==> src/rtl/espv_pkg.sv <==
// types and constants of the ellpack row engine
package espv_pkg;

    // item kinds
    localparam logic KIND_LOAD  = 1'b0;
    localparam logic KIND_ENTRY = 1'b1;

    // register word index (paddr[2])
    localparam int  APB_AW              = 3;
    localparam logic REG_ENTRIES_PER_ROW = 1'b0;
    localparam logic REG_SKIP_MODE       = 1'b1;
    localparam logic [7:0] EPR_RESET     = 8'd1;

    // decoupling queue
    localparam int QUEUE_DEPTH = 4;

    // saturation limits
    localparam logic signed [63:0] SUM_MAX = 64'sh7FFF_FFFF_FFFF_FFFF;
    localparam logic signed [63:0] SUM_MIN = 64'sh8000_0000_0000_0000;
    localparam logic signed [31:0] Y_MAX   = 32'sh7FFF_FFFF;
    localparam logic signed [31:0] Y_MIN   = 32'sh8000_0000;

    // input beat
    typedef struct packed {
        logic               kind;
        logic [9:0]         index;
        logic               pad_marker;
        logic signed [31:0] elem_value;
        logic signed [31:0] y_in;
    } t_item;

    // result beat
    typedef struct packed {
        logic [19:0]        row_index;
        logic signed [31:0] y_out;
        logic               saturated;
    } t_res;

    // configuration seen by the front part
    typedef struct packed {
        logic [7:0] entries_per_row;
        logic       skip_mode;
    } t_cfg;

    // classified entry passed from front to back
    typedef struct packed {
        logic signed [31:0] elem_value;
        logic signed [31:0] x;
        logic signed [31:0] y_in;
        logic               first;
        logic               last;
        logic [19:0]        row_index;
    } t_op;

endpackage

==> src/rtl/espv_back.sv <==
// back part: multiply, saturating accumulate, final shift and output saturation
module espv_back (
    input  logic           i_clk,
    input  logic           i_rst_n,
    input  logic           i_op_valid,
    output logic           o_op_ready,
    input  espv_pkg::t_op  i_op,
    output logic           o_out_valid,
    input  logic           i_out_ready,
    output espv_pkg::t_res o_out
);
    import espv_pkg::*;

    logic en;

    // multiply stage
    logic               r_a_valid;
    logic signed [63:0] r_a_prod;
    logic               r_a_first;
    logic               r_a_last;
    logic signed [31:0] r_a_yin;
    logic [19:0]        r_a_row;

    // accumulator
    logic signed [63:0] r_sum, n_sum;
    logic               r_sat_seen, n_sat;
    logic signed [63:0] base;
    logic signed [63:0] sum_raw;
    logic               ovf;

    // finished row stage
    logic               r_f_valid;
    logic signed [63:0] r_f_sum;
    logic               r_f_sat;
    logic signed [31:0] r_f_yin;
    logic [19:0]        r_f_row;

    // output stage
    logic [48:0]        total;
    logic               osat;
    logic               r_out_valid;
    t_res               r_out;

    // the whole back part moves together when the output can take a beat
    assign en         = !r_out_valid || i_out_ready;
    assign o_op_ready = en;

    // valid bits
    always_ff @(posedge i_clk) begin
        if (!i_rst_n) begin
            r_a_valid   <= 1'b0;
            r_f_valid   <= 1'b0;
            r_out_valid <= 1'b0;
        end else if (en) begin
            r_a_valid   <= i_op_valid;
            r_f_valid   <= r_a_valid && r_a_last;
            r_out_valid <= r_f_valid;
        end
    end

    // product of matrix value and vector element
    always_ff @(posedge i_clk) begin
        if (en && i_op_valid) begin
            r_a_prod  <= i_op.elem_value * i_op.x;
            r_a_first <= i_op.first;
            r_a_last  <= i_op.last;
            r_a_yin   <= i_op.y_in;
            r_a_row   <= i_op.row_index;
        end
    end

    // saturating row sum, restarted on a row's first entry
    always_comb begin
        base    = r_a_first ? 64'sd0 : r_sum;
        sum_raw = base + r_a_prod;
        ovf     = (base[63] == r_a_prod[63]) && (sum_raw[63] != base[63]);
        n_sum   = ovf ? (r_a_prod[63] ? SUM_MIN : SUM_MAX) : sum_raw;
        n_sat   = (!r_a_first && r_sat_seen) || ovf;
    end

    always_ff @(posedge i_clk) begin
        if (!i_rst_n) begin
            r_sat_seen <= 1'b0;
        end else if (en && r_a_valid) begin
            r_sat_seen <= n_sat;
        end
    end

    always_ff @(posedge i_clk) begin
        if (en && r_a_valid) begin
            r_sum   <= n_sum;
            r_f_sum <= n_sum;
            r_f_sat <= n_sat;
            r_f_yin <= r_a_yin;
            r_f_row <= r_a_row;
        end
    end

    // floor shift by 16, add y_in, saturate to 32 bits
    always_comb begin
        total = {{17{r_f_yin[31]}}, r_f_yin} + {r_f_sum[63], r_f_sum[63:16]};
        osat  = !((&total[48:31]) || (~|total[48:31]));
    end

    always_ff @(posedge i_clk) begin
        if (en && r_f_valid) begin
            r_out.row_index <= r_f_row;
            r_out.y_out     <= osat ? (total[48] ? Y_MIN : Y_MAX) : total[31:0];
            r_out.saturated <= r_f_sat || osat;
        end
    end

    assign o_out_valid = r_out_valid;
    assign o_out       = r_out;

endmodule

==> config.mk <==
export PLATFORM = sky130hd
export DESIGN_NAME = espv_back
export DESIGN_NICKNAME = d
export VERILOG_FILES = /design/src/rtl/espv_pkg.sv /design/src/rtl/espv_back.sv
export SDC_FILE = /design/constraint.sdc
export NUM_CORES = 2
export LEC_CHECK = 0
export BUFFER_PORTS_ARGS = -buffer_cell sky130_fd_sc_hd__buf_2
export CAP_MARGIN = 25
export CORE_MARGIN = 2
export CORE_UTILIZATION = 36
export DETAILED_ROUTE_END_ITERATION = 8
export GPL_TIMING_DRIVEN = 0
export PLACE_DENSITY_LB_ADDON = 0.1
export SYNTH_ARGS = -nofsm -noshare
export SYNTH_HDL_FRONTEND = slang
export SYNTH_SLANG_ARGS = --single-unit
export TNS_END_PERCENT = 100
==> constraint.sdc <==
create_clock -name i_clk -period 7.8 [get_ports i_clk]
set_input_delay 0.39 -clock i_clk [delete_from_list [all_inputs] [get_ports i_clk]]
set_output_delay 0.39 -clock i_clk [all_outputs]
set_load 0.05 [all_outputs]
After elaboration in Yosys (flattened, before gate mapping). Cells that the tools add are included.

Flip-flop bits (word level): 292. Bits of input ports: 122. Output and inout port bits: 55.

Add/sub/neg operators: 2. $mul: 1. Equality and inequality tests: 2. Multiplexer cells: 5. Reduce and logical (&&, ||, !) cells: 16.

Operator list (count): 64-bit 2-to-1 mux (3); 64-bit adder (1); 32-bit by 32-bit multiplier with 64-bit output (1); 32-bit 2-to-1 mux (2); 32-bit by 48-bit adder with 49-bit output (1); 18-bit AND reduction (1); 18-bit OR reduction (1); 1-bit logical AND (6); 1-bit logical NOT (4); 1-bit logical OR (4); 1-bit equality test (1); 1-bit inequality test (1).

Longest topological paths before layout.
Word-level depth: 6. Mapped depth: 29. Depth with buffers taken out: 27.

Worst setup path before layout. OpenSTA, ideal clock, no wires.

Path type: input to register. From: input i_op[57] in the netlist's numbering. To: register r_a_prod[60], data pin. Library setup time: 0.269 ns. Arrival time: 7.718 ns. Setup slack: -0.187 ns. Stages on the path: 24. Path through: clkbuf_1 > nand2_1 > fa_1 > fa_1 > inv_1 > fa_1 > fa_1 > fa_1 > fa_1 > fa_1 > fa_1 > ha_1 > clkbuf_1 > and4_1 > nor2b_1 > a31oi_1 > o211a_1 > nor3_1 > a32oi_1 > a311o_1 > nand2_1 > a31oi_1 > o31ai_1 > xor2_1.

Longest elaborated chain between the ends: 1.

Ends and longest elaborated chain: start: declaration (line espv_back.sv:7) `input espv_pkg::t_op i_op,`; 32-bit by 32-bit multiplier with 64-bit output (line espv_back.sv:64) `r_a_prod <= i_op.elem_value * i_op.x;`; end signal: assignment (line espv_back.sv:64); end: declaration (line espv_back.sv:18) `logic signed [63:0] r_a_prod;`.

Every way passes these cells. A chain may end at the register's enable or synchronous reset.

Worst setup path after layout. Same ends and word-level chain as after synthesis.

==> metrics.txt <==
Cell Area, Synth 52810 um2; routed vias 38923; Netlist cell types 78; Post-Route Skew 0.01734 ns; status complete, no violations; largest fanout on the critical path 10; worst-case setup margin in the final layout 0.1492 ns; global placement routability congestion 0.9465; setup slack at placement -1.947 ns; ratio of routed vias to standard cells 5.111; CTS tree built; insertion delay of the later-clocked pin in the worst-skew pair 0.59 ns; sequential area share after synthesis 16.53%; final-report hold violation count 0; Tmin final 7.651 ns; global router's overall resource usage 26.09%; Max Cap Violations 0; setup repair after global routing missed its margin yes; number of detailed-routing iterations run before antenna repair 6; clock buffer depth 3; clock transition at the registers of the reported paths 0.06 ns; Max Freq 0.1307 GHz; sum of net half-perimeters after detailed placement 160100 um; number of antenna violations at the first check in global routing 17; Storage cell area 8728 um2; Die Wd 387.0 um; worst-margin pin slew 1.094 ns; arrival time of data at the critical path endpoint 7.97 ns; nets in the synthesized netlist 6881; area of the core 145600 um2; DR iter-0 viols 2760; number of enable flip-flop cells after synthesis 288; synthesis-to-finish area growth 11.93%; wire length reported by the detailed router 193400 um; Setup crit end kind flop; post-placement cell area 56450 um2; period utilization 98.09%; largest net degree at the start of global routing 68; drt wl/cell 25.39 um; clock buffer count from CTS 29; r2r startpoint r_a_first; area of the multi-input gates 39570 um2; Critical Path Start i_op[57]; number of synthesized register bits 292; Gate Count Post-Synth 5379; primary flip-flop cell chosen by synthesis mapping edfxtp_1; asr flop ratio synth 0%; Final Instance Area 59110 um2; tightest hold margin 0.09854 ns; number of nets with antenna violations after routing 0; overall die height 387.0 um; count of placed standard cells in the final layout, fillers left out 7616; Rows 140; fraction of final layout cells sized beyond drive strength 1 9.791%; CTS root buf clkbuf_16; total of buffers placed on input and output ports 176; number of clock sinks 292; synthesized area per cell 9.817 um2; final setup violating endpoints 0; number of cells after detailed placement 7492; drt drc 0; Startpoint Class input port; wire length of the first global-routing pass 285100 um; number of ports placed on the die boundary 177; final layout net count 7168; FILL cells 14618; required time of the critical path 8.12 ns; Max-Slew Margin vs Limit 27.05%; Warnings, synthesis 0; Crit Path Category input port to flop; final slew viol count 0; type of the tightest min-delay check input port to flop; area enclosed by the die boundary 149800 um2; number of global-route vias before repair 41896; starting density of the core 36.28%; worst min-delay path startpoint i_rst_n; gr ovfl total 0; deepest level of the CTS H-tree 1
worst max-delay path, stage by stage:
cell	delay, ns
buf_4	0.18
clkbuf_16	0.20
nand2_1	0.10
fa_1	0.55
fa_1	0.59
inv_1	0.08
fa_2	0.69
buf_4	0.15
fa_1	0.43
fa_1	0.50
fa_1	0.52
fa_1	0.63
fa_1	0.51
ha_4	0.35
and4_1	0.24
nor2b_4	0.20
a31oi_1	0.15
o211a_1	0.19
nor3_4	0.23
a32oi_1	0.15
a311o_1	0.37
nand2_1	0.11
a31oi_4	0.12
o31ai_2	0.22
xor2_1	0.10
cell usage after synthesis (all sizes together) (8+ instances only):
cell / instances / share of area [%]
and2: 519 / 6.2
nand2: 617 / 4.4
o21bai: 29 / 0.41
a21oi: 207 / 2.1
a31oi: 20 / 0.25
ha: 295 / 7.0
a21o: 94 / 1.3
xnor2: 96 / 1.6
edfxtp: 288 / 16
o21ai: 161 / 1.5
nand2b: 26 / 0.31
nand3: 49 / 0.46
or3: 10 / 0.14
fa: 1085 / 41
o21a: 33 / 0.47
nor3: 29 / 0.27
o211ai: 17 / 0.24
inv: 1010 / 7.2
nor2b: 87 / 1.0
buf: 9 / 0.13
a21boi: 13 / 0.18
clkbuf: 257 / 1.8
a211o: 10 / 0.17
xor2: 62 / 1.0
nand4: 35 / 0.43
a211oi: 25 / 0.36
and3: 29 / 0.34
nor2: 139 / 0.99
o211a: 8 / 0.15
o31ai: 15 / 0.21
layout make-up:
cell class | count | area share (%)
timing repair buffer | 265 | 3.249
inverter | 1010 | 6.427
buffer | 257 | 2.695
clock inverter | 24 | 0.5821
clock buffer | 30 | 1.234
tap | 1917 | 4.058
antenna | 10 | 0.04234
multi-input combinational | 3811 | 66.94
sequential | 292 | 14.77
final timing paths:
path                  endpoint  slack (ns)  cells after the start
hold reg to reg      o_out[34]        0.42                      0
setup reg to reg   r_f_sum[60]        0.51                     20
setup / recovery  r_a_prod[60]        0.15                     25
hold / removal     o_out_valid         0.1                      2
routing by layer:
layer | vias up | share of wire (%) | track usage (%)
li1 | 17315 | - | -
met3 | 275 | 7.5 | 4.476
met2 | 1372 | 46 | 42.35
met4 | 6 | 4.2 | 9.020
met1 | 19955 | 43 | 35.22
met5 | - | 0.032 | 0
state kept, by name, indices dropped and copies added (netlist names):
register and cells:
r_a_valid 1, r_a_yin 32, o_out_valid 1, r_f_sat 1, r_sat_seen 1, r_f_row 20
r_a_row 20, o_out 53, r_a_first 1, r_a_last 1, r_f_valid 1, r_f_sum 64
r_a_prod 64, r_f_yin 32
repair_timing:
action | 4_1_cts | 5_1_grt
resized for setup | 289 | 154
cloned | 0 | 0
setup endpoints to repair | 52 | 23
hold buffers | 54 | 0
buffers inserted | 8 | 7
pin swaps | 4 | 18
hold endpoints to repair | 54 | 0
cells by family (layout without fill, tap and decap cells):
kind of cell / Yosys count / after routing / share of synthesized area (%)
AND/OR/NAND/NOR: 1577 / 1577 / 15.10
adder cells (fa/ha/maj): 1380 / 1380 / 48.12
buffers and inverters: 1276 / 1586 / 9.141
AO/OA/AOI/OAI: 693 / 693 / 8.430
flip-flops: 292 / 292 / 16.53
XOR/XNOR: 158 / 158 / 2.621
multiplexers: 3 / 3 / 0.05923
other: 0 / 10 / 0
cell usage in the layout (no fill, tap or decap), types with 93 or more instances in the layout:
master    count
fa_1       1069
o21ai_0     158
and2_1      514
nor2_1      138
a21oi_1     182
xnor2_1      96
ha_1        286
buf_2       189
edfxtp_1    288
inv_1      1004
a21o_1       93
nand2_1     614
metrics by stage:
step                  TNS, ns  utilization, %
finish                      0           40.60
CTS                 -0.005347           40.38
floorplan                   0               -
global placement       -52.35           38.54
global route          -0.1037           40.59
detailed placement     -46.26           38.78
Power is left out: the tool's default activity adds up to more than one toggle a clock period on the data nets, which glitch-free logic cannot reach.
