===== src/rtl/espv_pkg.sv =====
// types and constants of the ellpack row engine
package espv_pkg;

    // item kinds
    localparam logic KIND_LOAD  = 1'b0;
    localparam logic KIND_ENTRY = 1'b1;

    // register word index (paddr[2])
    localparam int  APB_AW              = 3;
    localparam logic REG_ENTRIES_PER_ROW = 1'b0;
    localparam logic REG_SKIP_MODE       = 1'b1;
    localparam logic [7:0] EPR_RESET     = 8'd1;

    // decoupling queue
    localparam int QUEUE_DEPTH = 4;

    // saturation limits
    localparam logic signed [63:0] SUM_MAX = 64'sh7FFF_FFFF_FFFF_FFFF;
    localparam logic signed [63:0] SUM_MIN = 64'sh8000_0000_0000_0000;
    localparam logic signed [31:0] Y_MAX   = 32'sh7FFF_FFFF;
    localparam logic signed [31:0] Y_MIN   = 32'sh8000_0000;

    // input beat
    typedef struct packed {
        logic               kind;
        logic [9:0]         index;
        logic               pad_marker;
        logic signed [31:0] elem_value;
        logic signed [31:0] y_in;
    } t_item;

    // result beat
    typedef struct packed {
        logic [19:0]        row_index;
        logic signed [31:0] y_out;
        logic               saturated;
    } t_res;

    // configuration seen by the front part
    typedef struct packed {
        logic [7:0] entries_per_row;
        logic       skip_mode;
    } t_cfg;

    // classified entry passed from front to back
    typedef struct packed {
        logic signed [31:0] elem_value;
        logic signed [31:0] x;
        logic signed [31:0] y_in;
        logic               first;
        logic               last;
        logic [19:0]        row_index;
    } t_op;

endpackage


===== src/rtl/espv_queue.sv =====
// short first-in first-out queue between front and back
module espv_queue (
    input  logic          i_clk,
    input  logic          i_rst_n,
    input  logic          i_push_valid,
    output logic          o_push_ready,
    input  espv_pkg::t_op i_push,
    output logic          o_pop_valid,
    input  logic          i_pop_ready,
    output espv_pkg::t_op o_pop
);
    import espv_pkg::*;

    localparam int PW = $clog2(QUEUE_DEPTH);
    localparam int CW = $clog2(QUEUE_DEPTH + 1);

    t_op           r_mem [QUEUE_DEPTH];
    logic [PW-1:0] r_wr, n_wr;
    logic [PW-1:0] r_rd, n_rd;
    logic [CW-1:0] r_cnt, n_cnt;
    logic          push;
    logic          pop;

    assign o_push_ready = r_cnt != CW'(QUEUE_DEPTH);
    assign o_pop_valid  = r_cnt != '0;
    assign o_pop        = r_mem[r_rd];
    assign push         = i_push_valid && o_push_ready;
    assign pop          = o_pop_valid && i_pop_ready;

    // pointer and fill count update
    always_comb begin
        n_wr  = push ? PW'(r_wr + PW'(1)) : r_wr;
        n_rd  = pop  ? PW'(r_rd + PW'(1)) : r_rd;
        n_cnt = r_cnt;
        if (push && !pop) begin
            n_cnt = r_cnt + CW'(1);
        end else if (pop && !push) begin
            n_cnt = r_cnt - CW'(1);
        end
    end

    always_ff @(posedge i_clk) begin
        if (!i_rst_n) begin
            r_wr  <= '0;
            r_rd  <= '0;
            r_cnt <= '0;
        end else begin
            r_wr  <= n_wr;
            r_rd  <= n_rd;
            r_cnt <= n_cnt;
        end
    end

    // entry storage
    always_ff @(posedge i_clk) begin
        if (push) begin
            r_mem[r_wr] <= i_push;
        end
    end

endmodule


===== config.mk =====
export PLATFORM = sky130hd
export DESIGN_NAME = espv_queue
export DESIGN_NICKNAME = d
export VERILOG_FILES = /design/src/rtl/espv_pkg.sv /design/src/rtl/espv_queue.sv
export SDC_FILE = /design/constraint.sdc
export NUM_CORES = 1
export LEC_CHECK = 0
export ABC_CLOCK_PERIOD_IN_PS = 5800
export BUFFER_PORTS_ARGS = -buffer_cell sky130_fd_sc_hd__buf_2
export CAP_MARGIN = 25
export CORE_MARGIN = 8
export CORE_UTILIZATION = 59
export CTS_BUF_LIST = sky130_fd_sc_hd__clkbuf_8
export CTS_CLUSTER_SIZE = 16
export DETAILED_ROUTE_END_ITERATION = 10
export PLACE_DENSITY = 0.82
export SLEW_MARGIN = 20
export SYNTH_ARGS = -nofsm -noshare
export SYNTH_HDL_FRONTEND = slang
export SYNTH_SLANG_ARGS = --single-unit

===== constraint.sdc =====
create_clock -name i_clk -period 5.8 [get_ports i_clk]
set_clock_uncertainty 0.2 [all_clocks]
set_input_delay 0.29 -clock i_clk [delete_from_list [all_inputs] [get_ports i_clk]]
set_output_delay 0.29 -clock i_clk [all_outputs]
set_load 0.01 [all_outputs]

# Word level (Yosys, flattened, before mapping)

Memories as Yosys holds them, arrays and structs flattened. A register that Yosys moved wholly into a read port is not among the register bits.
Index checks and enable logic that the tools add are counted.

Bits in registers: 7
Bits in latches: 0
Bits in writable memories: 472
ROM bits: 0
Input port bits: 122
Output and inout bits: 120
Logic and storage cells: 23
Memories: 1

Add/subtract/negate cells: 4
$mul: 0
Divide/modulo/power cells: 0
Magnitude comparators: 0
Equal/unequal tests: 1
Shifts and indexed selects: 0
Multiplexer cells: 6
Bitwise operators: 0
Reductions and logical operators: 8

Memory list:

| memory | depth | width | read ports | clocked after Yosys merged registers in | write ports | RTL line         | source |
|---|---|---|---|---|---|---|---|
| r_mem  | 4     | 118   | 1          | 1                                       | 1           | espv_queue.sv:17 | `t_op r_mem [QUEUE_DEPTH];` |

Operator list:

| operator                                                            | count |
|---|---|
| 3-bit two-way mux                                                   | 2 |
| 2-bit by 1-bit adder with 2-bit output (second input constant)      | 2 |
| 1-bit logical AND                                                   | 4 |
| 2-bit two-way mux                                                   | 2 |
| 3-bit by 1-bit adder with 3-bit output (second input constant)      | 1 |
| 3-bit inequality test (second input constant)                       | 1 |
| 3-bit nonzero test                                                  | 1 |
| 3-bit by 1-bit subtractor with 3-bit output (second input constant) | 1 |
| 1-bit zero test                                                     | 2 |
| 1-bit two-way mux                                                   | 2 |
| 2-bit nonzero test                                                  | 1 |

# Longest topological paths before layout

Gate-level depths: netlist of run 1.

Word-level depth: 6
Gate-level depth with buffers: 8
Gate-level depth less buffers: 8

# Least setup slack after synthesis of run 1

No wires, ideal clock.

Path type: register -> register
From: register r_cnt[0]
To: memory r_mem[0][0] (netlist name) (enable)
Library setup time: 491 ps
Arrival time: 3,536 ps
Required time: 5,109 ps
Slack: 1,573 ps
Stages on the path, launching flop included: 4
Buffers on the path: 0
Period minus slack after synthesis: 4,227 ps
Cells stage by stage: dfxtp_1 > nor2_1 > a21boi_2 > and2_1

Longest elaborated chain between the ends: 4

Ends and longest elaborated chain:

| item                                    | RTL line         | source |
|---|---|---|
| from (decl)                             | espv_queue.sv:20 | `logic [CW-1:0] r_cnt, n_cnt;` |
| from (signal assigned)                  | espv_queue.sv:50 | `r_cnt <= n_cnt;` |
| 3-bit inequality test                   | espv_queue.sv:24 | `assign o_push_ready = r_cnt != CW'(QUEUE_DEPTH);` |
| 1-bit logical AND                       | espv_queue.sv:27 | `assign push = i_push_valid && o_push_ready;` |
| via push                                | espv_queue.sv:21 | `logic push;` |
| 1-bit two-way mux                       | espv_queue.sv:56 | `if (push) begin` |
| 1-bit two-way mux (implied by the code) | espv_queue.sv:57 | `r_mem[r_wr] <= i_push;` |
| to (decl)                               | espv_queue.sv:17 |  |

The timed path passes the listed nets, and every way through them passes these cells.

==> results of run 1 <==
==> cells in the mapped netlist <==
cell type | n | area share
o311ai_0 | 1 | 0.00050
and2_1 | 8 | 0.0029
dfxtp_1 | 9 | 0.010
mux4_2 | 118 | 0.15
buf_6 | 2 | 0.0013
xor2_1 | 1 | 0.00050
nand2_1 | 5 | 0.0011
o21ai_0 | 1 | 0.00029
o31ai_1 | 1 | 0.00043
nor2b_1 | 1 | 0.00036
xnor2_1 | 3 | 0.0015
a21boi_2 | 1 | 0.00065
buf_2 | 13 | 0.0037
a21boi_0 | 1 | 0.00043
inv_1 | 3 | 0.00065
clkbuf_1 | 10 | 0.0022
or3_1 | 2 | 0.00072
mux2i_1 | 3 | 0.0017
buf_8 | 2 | 0.0017
edfxtp_1 | 472 | 0.81
fa_1 | 1 | 0.0011
nor2_1 | 1 | 0.00021
ha_1 | 5 | 0.0036
==> state kept, by name (all words and copies together) (netlist names), named ones only <==
signal	flops
r_cnt	3
r_rd	2
r_mem	472
r_wr	2
==> metrics by stage <==
stage	power, W	hold slack (ps)	util	setup slack, ps	instance area (um^2)
floorplan	0.005769	188.9	-	1573	17460
global placement	0.006490	287.0	0.6503	2885	19120
detailed placement	0.006528	305.9	0.6503	2852	19120
CTS	0.009157	221.5	0.7374	2420	21680
global route	0.009481	235.4	0.7378	2265	21690
finish	0.009076	263.8	0.7378	2536	21690
==> worst max-delay path: stages (launching register included) <==
cell	delay (ps)
dfxtp_4	730
buf_4	680
mux4_2	610
buf_2	160
==> routing by layer <==
layer  vias to the layer above  routed length (um)  GRT usage
li1                       3732                   -          -
met1                      4424               14240     0.2522
met2                       303               18440     0.3339
met3                        51                2377    0.05535
met4                         0                 612    0.06727
met5                         -                   0          0
==> final timing paths <==
path / endpoint / depth (start not counted)
min reg2reg: r_wr[1] / 2
max: o_pop[57] / 3
min: r_mem[1][82] / 2
max reg2reg: r_mem[0][27] / 4
==> cell families after synthesis <==
group / count (synthesis)
and+or+nand+nor: 17
xor gates and xnor gates: 4
muxes: 121
DFF: 481
adders and majority gates: 6
AOI/OAI and AO/OA: 5
buffers and inverters: 30
==> where the power goes <==
group	internal (W)	switching (W)
Clock	0.00133	0.00125
Sequential	0.00422	0.000155
Combinational	0.00103	0.00109
Total	0.00658	0.00250
==> layout make-up <==
class / count / area share
Clock buffer: 77 / 0.04886
Inverter: 3 / 0.0005191
Antenna cell: 4 / 0.0004614
Tap cell: 390 / 0.02250
Multi-Input combinational cell: 153 / 0.1358
Clock inverter: 53 / 0.01338
Sequential cell: 481 / 0.6621
Timing Repair Buffer: 373 / 0.1164
==> results.json, run 1 <==
{
  "status": "completed",
  "synth_top_family_by_area": "multiplexers",
  "synth-adder-area-share": 0.004731,
  "hold_path.class": "input pin to flop",
  "io_buffers": 241,
  "pin_count": 242,
  "layout_min_cycle_time_ps": 3264,
  "timing.fmax_ghz": 0.3064,
  "worstPathArrival_ps": 2770,
  "tightest_slew_ps": 1044,
  "die_y_um": 188.0,
  "tritoncts": "done",
  "synth-compound-area-share": 0.002294,
  "post_cts_resized": 0,
  "r2r_slack_ps": 2850,
  "wl_per_cell_um": 23.25,
  "setup_viol": 0,
  "drc": 0,
  "start_util": 0.5937,
  "gp_congestion": 0.7379,
  "grt_first_pass_wirelength_mm": 54.48,
  "rows": 63,
  "netlist_area_um2": 17460,
  "dp_hpwl_mm": 19.97,
  "area_growth_pct": 24.26,
  "holdBufCountCts": 121,
  "synth_xor_area_frac": 0.002007,
  "rsz0062_at_grt": "false",
  "synth_fp_nets": 792,
  "crit-reg2reg-launch": "r_cnt[0]",
  "dr.pass1.iters": 4,
  "synth.distinct_cells": 23,
  "powerDensity_nw_per_um2": 418.4,
  "worstSkewPairLatency_ps": 570,
  "fin_crit_sh": 0.5627,
  "final-seq-area_um2": 14360,
  "muxShareOfSynthArea": 0.1540,
  "grt_pass1_vias": 9443,
  "multi_input_area_um2": 2947,
  "grt_max_degree": 119,
  "yosysSeqAreaShare": 0.8222,
  "routed_wl_mm": 35.67,
  "endpoint_kind": "output port",
  "overflow": 0,
  "die_area_um2": 35350,
  "viasPerCell": 5.548,
  "cts-root-buf": "clkbuf_8",
  "layout_common_cells": "472 x edfxtp_1, 241 x buf_2, 121 x dlygate4sd3_1",
  "crit_fanout": 35,
  "vias": 8510,
  "hold_violations": 0,
  "clkSlewWorstSetupHoldPaths_ps": 70,
  "clk_path_buf_depth": 3,
  "grt_usage": 0.2002,
  "drv_cap": 0,
  "drt_iter0_drc": 649,
  "grt_antenna_before_repair": 4,
  "hold_start": "i_push[82]",
  "coreArea_um2": 29400,
  "peakVddDrop_uv": 271.2,
  "placed_cells": 1279,
  "fp.dieW_um": 188.0,
  "synth_simple_gate_area_frac": 0.005232,
  "setup.worst_path.start_class": "flop",
  "final_common_cell": "edfxtp_1",
  "final_antenna_net_count": 0,
  "final_cells": 1534,
  "required_ps": 5310,
  "syn-instance-count": 664,
  "nNetsFinal": 1214,
  "final_max_slew_viol_count": 0,
  "yosys_warnings": 0,
  "drive_above_1_share": 0.4140,
  "numCtsBuffers": 74,
  "max_slew_margin": 0.3037,
  "path_class": "flop to output port",
  "h-tree-depth": 3,
  "synth-seq-cells": 481,
  "power.leakage_nw": 7.443,
  "post_cts_buffers": 0,
  "syn_area_per_cell_um2": 26.29,
  "clock-sinks": 481,
  "n_fill_cell": 1562,
  "fin_setup_tns_ps": 0
}
Note: power is estimated with default switching activity, not from simulation.
==> run 2, diff against run 1 <==
--- a/config.mk
+++ b/config.mk
@@ -5,15 +5,16 @@
 export SDC_FILE = /design/constraint.sdc
 export NUM_CORES = 1
 export LEC_CHECK = 0
-export ABC_CLOCK_PERIOD_IN_PS = 5800
+export ABC_AREA = 1
+export ABC_CLOCK_PERIOD_IN_PS = 2600
 export BUFFER_PORTS_ARGS = -buffer_cell sky130_fd_sc_hd__buf_2
 export CAP_MARGIN = 25
 export CORE_MARGIN = 8
-export CORE_UTILIZATION = 59
+export CORE_UTILIZATION = 54
 export CTS_BUF_LIST = sky130_fd_sc_hd__clkbuf_8
 export CTS_CLUSTER_SIZE = 16
 export DETAILED_ROUTE_END_ITERATION = 10
-export PLACE_DENSITY = 0.82
+export PLACE_DENSITY = 0.79
 export SLEW_MARGIN = 20
 export SYNTH_ARGS = -nofsm -noshare
 export SYNTH_HDL_FRONTEND = slang
==> constraint.sdc (replaced) <==
create_clock -name i_clk -period 2.6 [get_ports i_clk]
set_clock_uncertainty 0.2 [all_clocks]
set_input_delay 0.13 -clock i_clk [delete_from_list [all_inputs] [get_ports i_clk]]
set_output_delay 0.13 -clock i_clk [all_outputs]
set_load 0.01 [all_outputs]
==> results.json, run 2 <==
{
  "cts-root-buf": "clkbuf_8",
  "power.leakage_nw": 7.911,
  "powerDensity_nw_per_um2": 920.2,
  "synthArstFlopShare": 0,
  "rows": 66,
  "synthTopCellsByArea": "edfxtp_1 79%, o21ai_0 6.4%, nor2_1 5.3%, o22ai_1 4.1%, clkbuf_1 1.1%",
  "comb_power_share": 0.256,
  "start_util": 0.5481,
  "dr.pass1.iters": 5,
  "cp_slowest_cell": "dfxtp_4",
  "required_ps": 2270,
  "yosysTopAreaCell": "edfxtp_1",
  "timing.fmax_ghz": 0.4044,
  "fin_ws_ps": 127.4,
  "tightest_slew_ps": 481.4,
  "final_max_slew_viol_count": 0,
  "hold_slack_ps": 85.26,
  "synth_ff_type": "edfxtp_1",
  "grt_antenna_before_repair": 1,
  "synth.distinct_cells": 21,
  "worstSkewPairLatency_ps": 590,
  "tritoncts": "done",
  "clkSlewWorstSetupHoldPaths_ps": 60,
  "status": "completed",
  "power.net_switching_w": 0.006502,
  "p_seq_frac": 0.473,
  "yosys_warnings": 0,
  "crit_buf_inv": 2,
  "fin_crit_sh": 0.9510,
  "crit_fanout": 45,
  "setup_viol": 0,
  "synth-seq-cells": 481,
  "drc": 0,
  "fin_setup_tns_ps": 0,
  "grt_pass1_vias": 11750,
  "drt_iter0_drc": 994,
  "clock-sinks": 481,
  "grt_first_pass_wirelength_mm": 65.04,
  "largest-register": "r_mem",
  "p_clk_frac": 0.271,
  "synth_fp_nets": 1337,
  "overflow": 0,
  "io_buffers": 241,
  "slowest_delay_ps": 620,
  "coreArea_um2": 32540,
  "post_cts_buffers": 0,
  "viasPerCell": 5.615,
  "h-tree-depth": 3,
  "clk_path_buf_depth": 3,
  "dp_hpwl_mm": 22.28,
  "dp_slack_ps": 521.1,
  "path_class": "flop to output port",
  "syn_area_per_cell_um2": 14.75,
  "nNetsFinal": 1722,
  "synth_enable_flop_cells": 472,
  "die_y_um": 197.7,
  "final_cells": 2092,
  "layout_common_cells": "472 x edfxtp_1, 245 x nor2_1, 241 x buf_2",
  "gp_congestion": 0.7492,
  "grt_usage": 0.2125,
  "hold_path.class": "input pin to flop",
  "fp.dieW_um": 197.7,
  "vias": 11750,
  "largest_reg_flops": 472,
  "synth_top_area_frac": 0.7947,
  "synth_commonest_cells": "472 x edfxtp_1, 250 x nor2_1, 229 x o21ai_0, 118 x o22ai_1, 52 x clkbuf_1",
  "rsz0062_at_grt": "false",
  "grt_max_degree": 151,
  "drive_above_1_share": 0.2210,
  "netSwitchingFraction": 0.3180,
  "max_slew_margin": 0.6791,
  "routed_wl_mm": 43.13,
  "wl_per_cell_um": 20.62,
  "pin_count": 242,
  "endpoint_kind": "output port",
  "hold_violations": 0,
  "critPathTopFamily": "flip-flops",
  "final_common_cell": "edfxtp_1",
  "worstPathArrival_ps": 2140,
  "peakVddDrop_uv": 556.7,
  "netlist_area_um2": 17830,
  "crit_path_cell_trace": "buf_12 > o21ai_0 > o22ai_1 > buf_2",
  "reg_top3": "r_mem (472), r_cnt (3)",
  "yosysMostFrequentCell": "edfxtp_1",
  "syn-instance-count": 1209,
  "die_area_um2": 39100,
  "yosysSeqAreaShare": 0.8048,
  "numCtsBuffers": 76,
  "area_growth_pct": 24.59,
  "internal_power_w": 0.01395,
  "layout_min_cycle_time_ps": 2473,
  "setup.worst_path.start_class": "flop",
  "final_antenna_net_count": 0,
  "placed_cells": 1836,
  "drv_cap": 0
}
## run 2: changes by cell type in the layout (fill, tap and decap cells not counted), sizes merged, moves of 4 or more
cell,delta
nor2,+249
o21ai,+236
mux4,-118
o22ai,+118
inv,+14
buf,+10
nand2,+10
and2,-8
clkinvlp,+4
nand3,+4
## run 2: metrics by stage
stage                     instance area, um^2  power (W)    util
after floorplan                         17880    0.01265       -
after global placement                  19660    0.01460  0.6041
after detailed placement                19660    0.01477  0.6041
after CTS                               22160    0.02044  0.6811
after global routing                    22210    0.02142  0.6827
final                                   22220    0.02045  0.6829
## run 2: logic make-up after synthesis
kind of cell | synth area share
DFF | 0.8048
and+or+nand+nor | 0.05732
xor gates and xnor gates | 0.0004912
buffers and inverters | 0.02399
adders and majority gates | 0.004630
AOI/OAI and AO/OA | 0.1087
## run 2: path summary, 6_finish.rpt
check                                 start            end  slack, ps  cells after the start
worst min register to register      r_rd[0]        r_rd[0]        310                      2
worst max-delay path                   flop     o_pop[108]        130                      4
worst max register to register     r_cnt[1]       r_cnt[1]        460                      9
worst min-delay path            i_push[112]  r_mem[1][112]         90                      2
## run 2: routing by layer
| layer | vias to the layer above | GRT usage | share of wire |
|---|---|---|---|
| li1 | 5349 | - | - |
| met5 | - | 0 | 0.00019 |
| met1 | 5731 | 0.2695 | 0.38 |
| met4 | 2 | 0.07356 | 0.019 |
| met2 | 590 | 0.3481 | 0.50 |
| met3 | 74 | 0.06146 | 0.10 |
## run 2: power by group through the flow
stage	sequential (W)	combinational [W]	clock, W
2_1_floorplan	0.00976	0.00290	0
3_3_place_gp	0.00977	0.00483	0
3_5_place_dp	0.00981	0.00497	0
4_1_cts	0.00965	0.00514	0.00565
5_1_grt	0.00974	0.00570	0.00598
6_report	0.00968	0.00524	0.00553
## run 2: what timing repair did
action                     4_1_cts  5_1_grt
resized for setup                0        5
setup endpoints to repair        0       27
hold endpoints to repair       483        0
hold buffers                   121        0
## run 2: final cells by class
class	instances	area, um^2
Tap cell	442	553.0
Antenna cell	3	7.507
Fill cell	2128	10320
Clock inverter	54	235.2
Inverter	16	77.57
Clock buffer	77	1060
Timing Repair Buffer	384	2828
Multi-Input combinational cell	635	3095
Sequential cell	481	14360
==> run 3, diff against run 2 <==
==> config.mk (replaced) <==
export PLATFORM = sky130hd
export DESIGN_NAME = espv_queue
export DESIGN_NICKNAME = d
export VERILOG_FILES = /design/src/rtl/espv_pkg.sv /design/src/rtl/espv_queue.sv
export SDC_FILE = /design/constraint.sdc
export NUM_CORES = 1
export LEC_CHECK = 0
export ABC_CLOCK_PERIOD_IN_PS = 2600
export BUFFER_PORTS_ARGS = -buffer_cell sky130_fd_sc_hd__buf_2
export CAP_MARGIN = 25
export CORE_MARGIN = 8
export CORE_UTILIZATION = 53
export CTS_BUF_LIST = sky130_fd_sc_hd__clkbuf_8
export CTS_CLUSTER_SIZE = 30
export DETAILED_ROUTE_END_ITERATION = 10
export PLACE_DENSITY = 0.77
export SYNTH_ARGS = -nofsm -noshare
export SYNTH_HDL_FRONTEND = slang
export SYNTH_SLANG_ARGS = --single-unit
==> results.json, run 3 (synthesized netlist as in run 1, its figures left out) <==
{
  "hold_path.class": "input pin to flop",
  "setup.worst_path.start_class": "flop",
  "grt_max_degree": 71,
  "grt_pass1_vias": 9457,
  "status": "completed",
  "layout_common_cells": "472 x edfxtp_1, 241 x buf_2, 121 x dlygate4sd3_1",
  "viasPerCell": 5.338,
  "largest-register": "r_mem",
  "io_buffers": 241,
  "fin_setup_tns_ps": 0,
  "die_y_um": 197.5,
  "grt_antenna_before_repair": 4,
  "rsz0062_at_grt": "false",
  "reg_top3": "r_mem (472), r_cnt (3)",
  "peakVddDrop_uv": 625.4,
  "h-tree-depth": 3,
  "wl_per_cell_um": 21.98,
  "dr.pass1.iters": 4,
  "setup_viol": 0,
  "routed_wl_mm": 35.21,
  "cts-root-buf": "clkbuf_8",
  "hold_violations": 0,
  "pin_count": 242,
  "required_ps": 2270,
  "area_growth_pct": 26.09,
  "numCtsBuffers": 75,
  "powerDensity_nw_per_um2": 919.3,
  "hold_slack_ps": 95.01,
  "p_total_w": 0.02023,
  "endpoint_kind": "output port",
  "layout_min_cycle_time_ps": 2432,
  "grt_usage": 0.1812,
  "gp_congestion": 0.7188,
  "n_fill_cell": 1972,
  "overflow": 0,
  "nNetsFinal": 1232,
  "start_util": 0.5379,
  "clkSlewWorstSetupHoldPaths_ps": 60,
  "drv_cap": 0,
  "largest_reg_flops": 472,
  "crit_path_cell_trace": "buf_12 > mux4_2 > buf_2",
  "final_common_cell": "edfxtp_1",
  "dp_hpwl_mm": 20.74,
  "slowest_delay_ps": 630,
  "rows": 66,
  "path_class": "flop to output port",
  "timing.fmax_ghz": 0.4111,
  "clk_path_buf_depth": 3,
  "die_area_um2": 39000,
  "worstPathArrival_ps": 2100,
  "crit_fanout": 33,
  "fin_crit_sh": 0.9355,
  "drive_above_1_share": 0.4162,
  "max_slew_margin": 0.6880,
  "drt_iter0_drc": 445,
  "drc": 0,
  "clock-sinks": 481,
  "worstSkewPairLatency_ps": 580,
  "tightest_slew_ps": 462.1,
  "power.leakage_nw": 7.578,
  "fp.dieW_um": 197.5,
  "cp_slowest_cell": "dfxtp_4",
  "final_antenna_net_count": 0,
  "coreArea_um2": 32450,
  "tritoncts": "done",
  "final_max_slew_viol_count": 0,
  "vias": 8552,
  "grt_first_pass_wirelength_mm": 53.76
}
-- run 3: cell count changes in the layout (fill, tap and decap cells not counted), moves of 7 or more --
cell      previous run  this run
nand2_1             13         5
o21ai_1              8         0
mux4_2               0       118
o21ai_0            229         1
nor2_1             245         1
buf_4                4        11
clkinv_1            19        12
o22ai_1            118         0
-- run 3: final cells by class --
| cell class | instances | area (um^2) | share of cell area |
|---|---|---|---|
| clock inverters | 54 | 234.0 | 0.01063 |
| flip-flops and latches | 481 | 14360 | 0.6525 |
| multi-input cells | 153 | 2947 | 0.1339 |
| well taps | 442 | 553.0 | 0.02513 |
| diodes | 2 | 5.005 | 0.0002274 |
| clock buffers | 77 | 1060 | 0.04815 |
| inverters | 3 | 11.26 | 0.0005116 |
| repair buffers | 390 | 2840 | 0.1290 |
-- run 3: worst paths after layout --
check	slack [ps]	end	cells past startpoint	startpoint
setup / recovery	170	o_pop[13]	3	flop
hold reg to reg	300	r_wr[1]	2	r_wr[1]
setup reg to reg	260	r_cnt[2]	7	r_cnt[0]
hold / removal	100	r_mem[2][45]	2	i_push[45]
-- run 3: per-layer routing --
layer	track usage	vias up	routed length [um]
li1	-	3772	-
met1	0.2200	4400	13440
met2	0.3111	317	18350
met3	0.05179	59	2706
met4	0.05851	4	693
met5	0	-	22
-- run 3: worst max-delay path: cells and delay by family, from the launching register on --
family / cells / cell delay (ps)
buffers and inverters: 2 / 440
muxes: 1 / 370
DFF: 1 / 630
-- run 3: repair_timing --
item,in CTS,in global routing
endpoints found under the hold margin,481,0
hold buffers,121,0
setup buffers,4,0
gates resized for setup,0,0
endpoints found under the setup margin,86,0
-- run 3: per-stage QoR --
| stage | setup WS [ps] | cell area, um^2 | utilization | std cells |
|---|---|---|---|---|
| 2_1_floorplan | -324.1 | 17460 | - | 664 |
| 3_3_place_gp | 339.3 | 19450 | 0.5992 | 1344 |
| 3_5_place_dp | 284.5 | 19450 | 0.5992 | 1344 |
| 4_1_cts | 118.2 | 22010 | 0.6781 | 1600 |
| 5_1_grt | 74.99 | 22010 | 0.6782 | 1602 |
| 6_report | 167.8 | 22010 | 0.6782 | 1602 |
-- run 3: where the power goes --
group / switching, W / leakage (nW) / internal [W]
clock: 0.00272 / 0.767 / 0.00275
combinational: 0.00255 / 2.41 / 0.00255
sequential: 0.000245 / 4.40 / 0.00941
total: 0.00552 / 7.58 / 0.0147
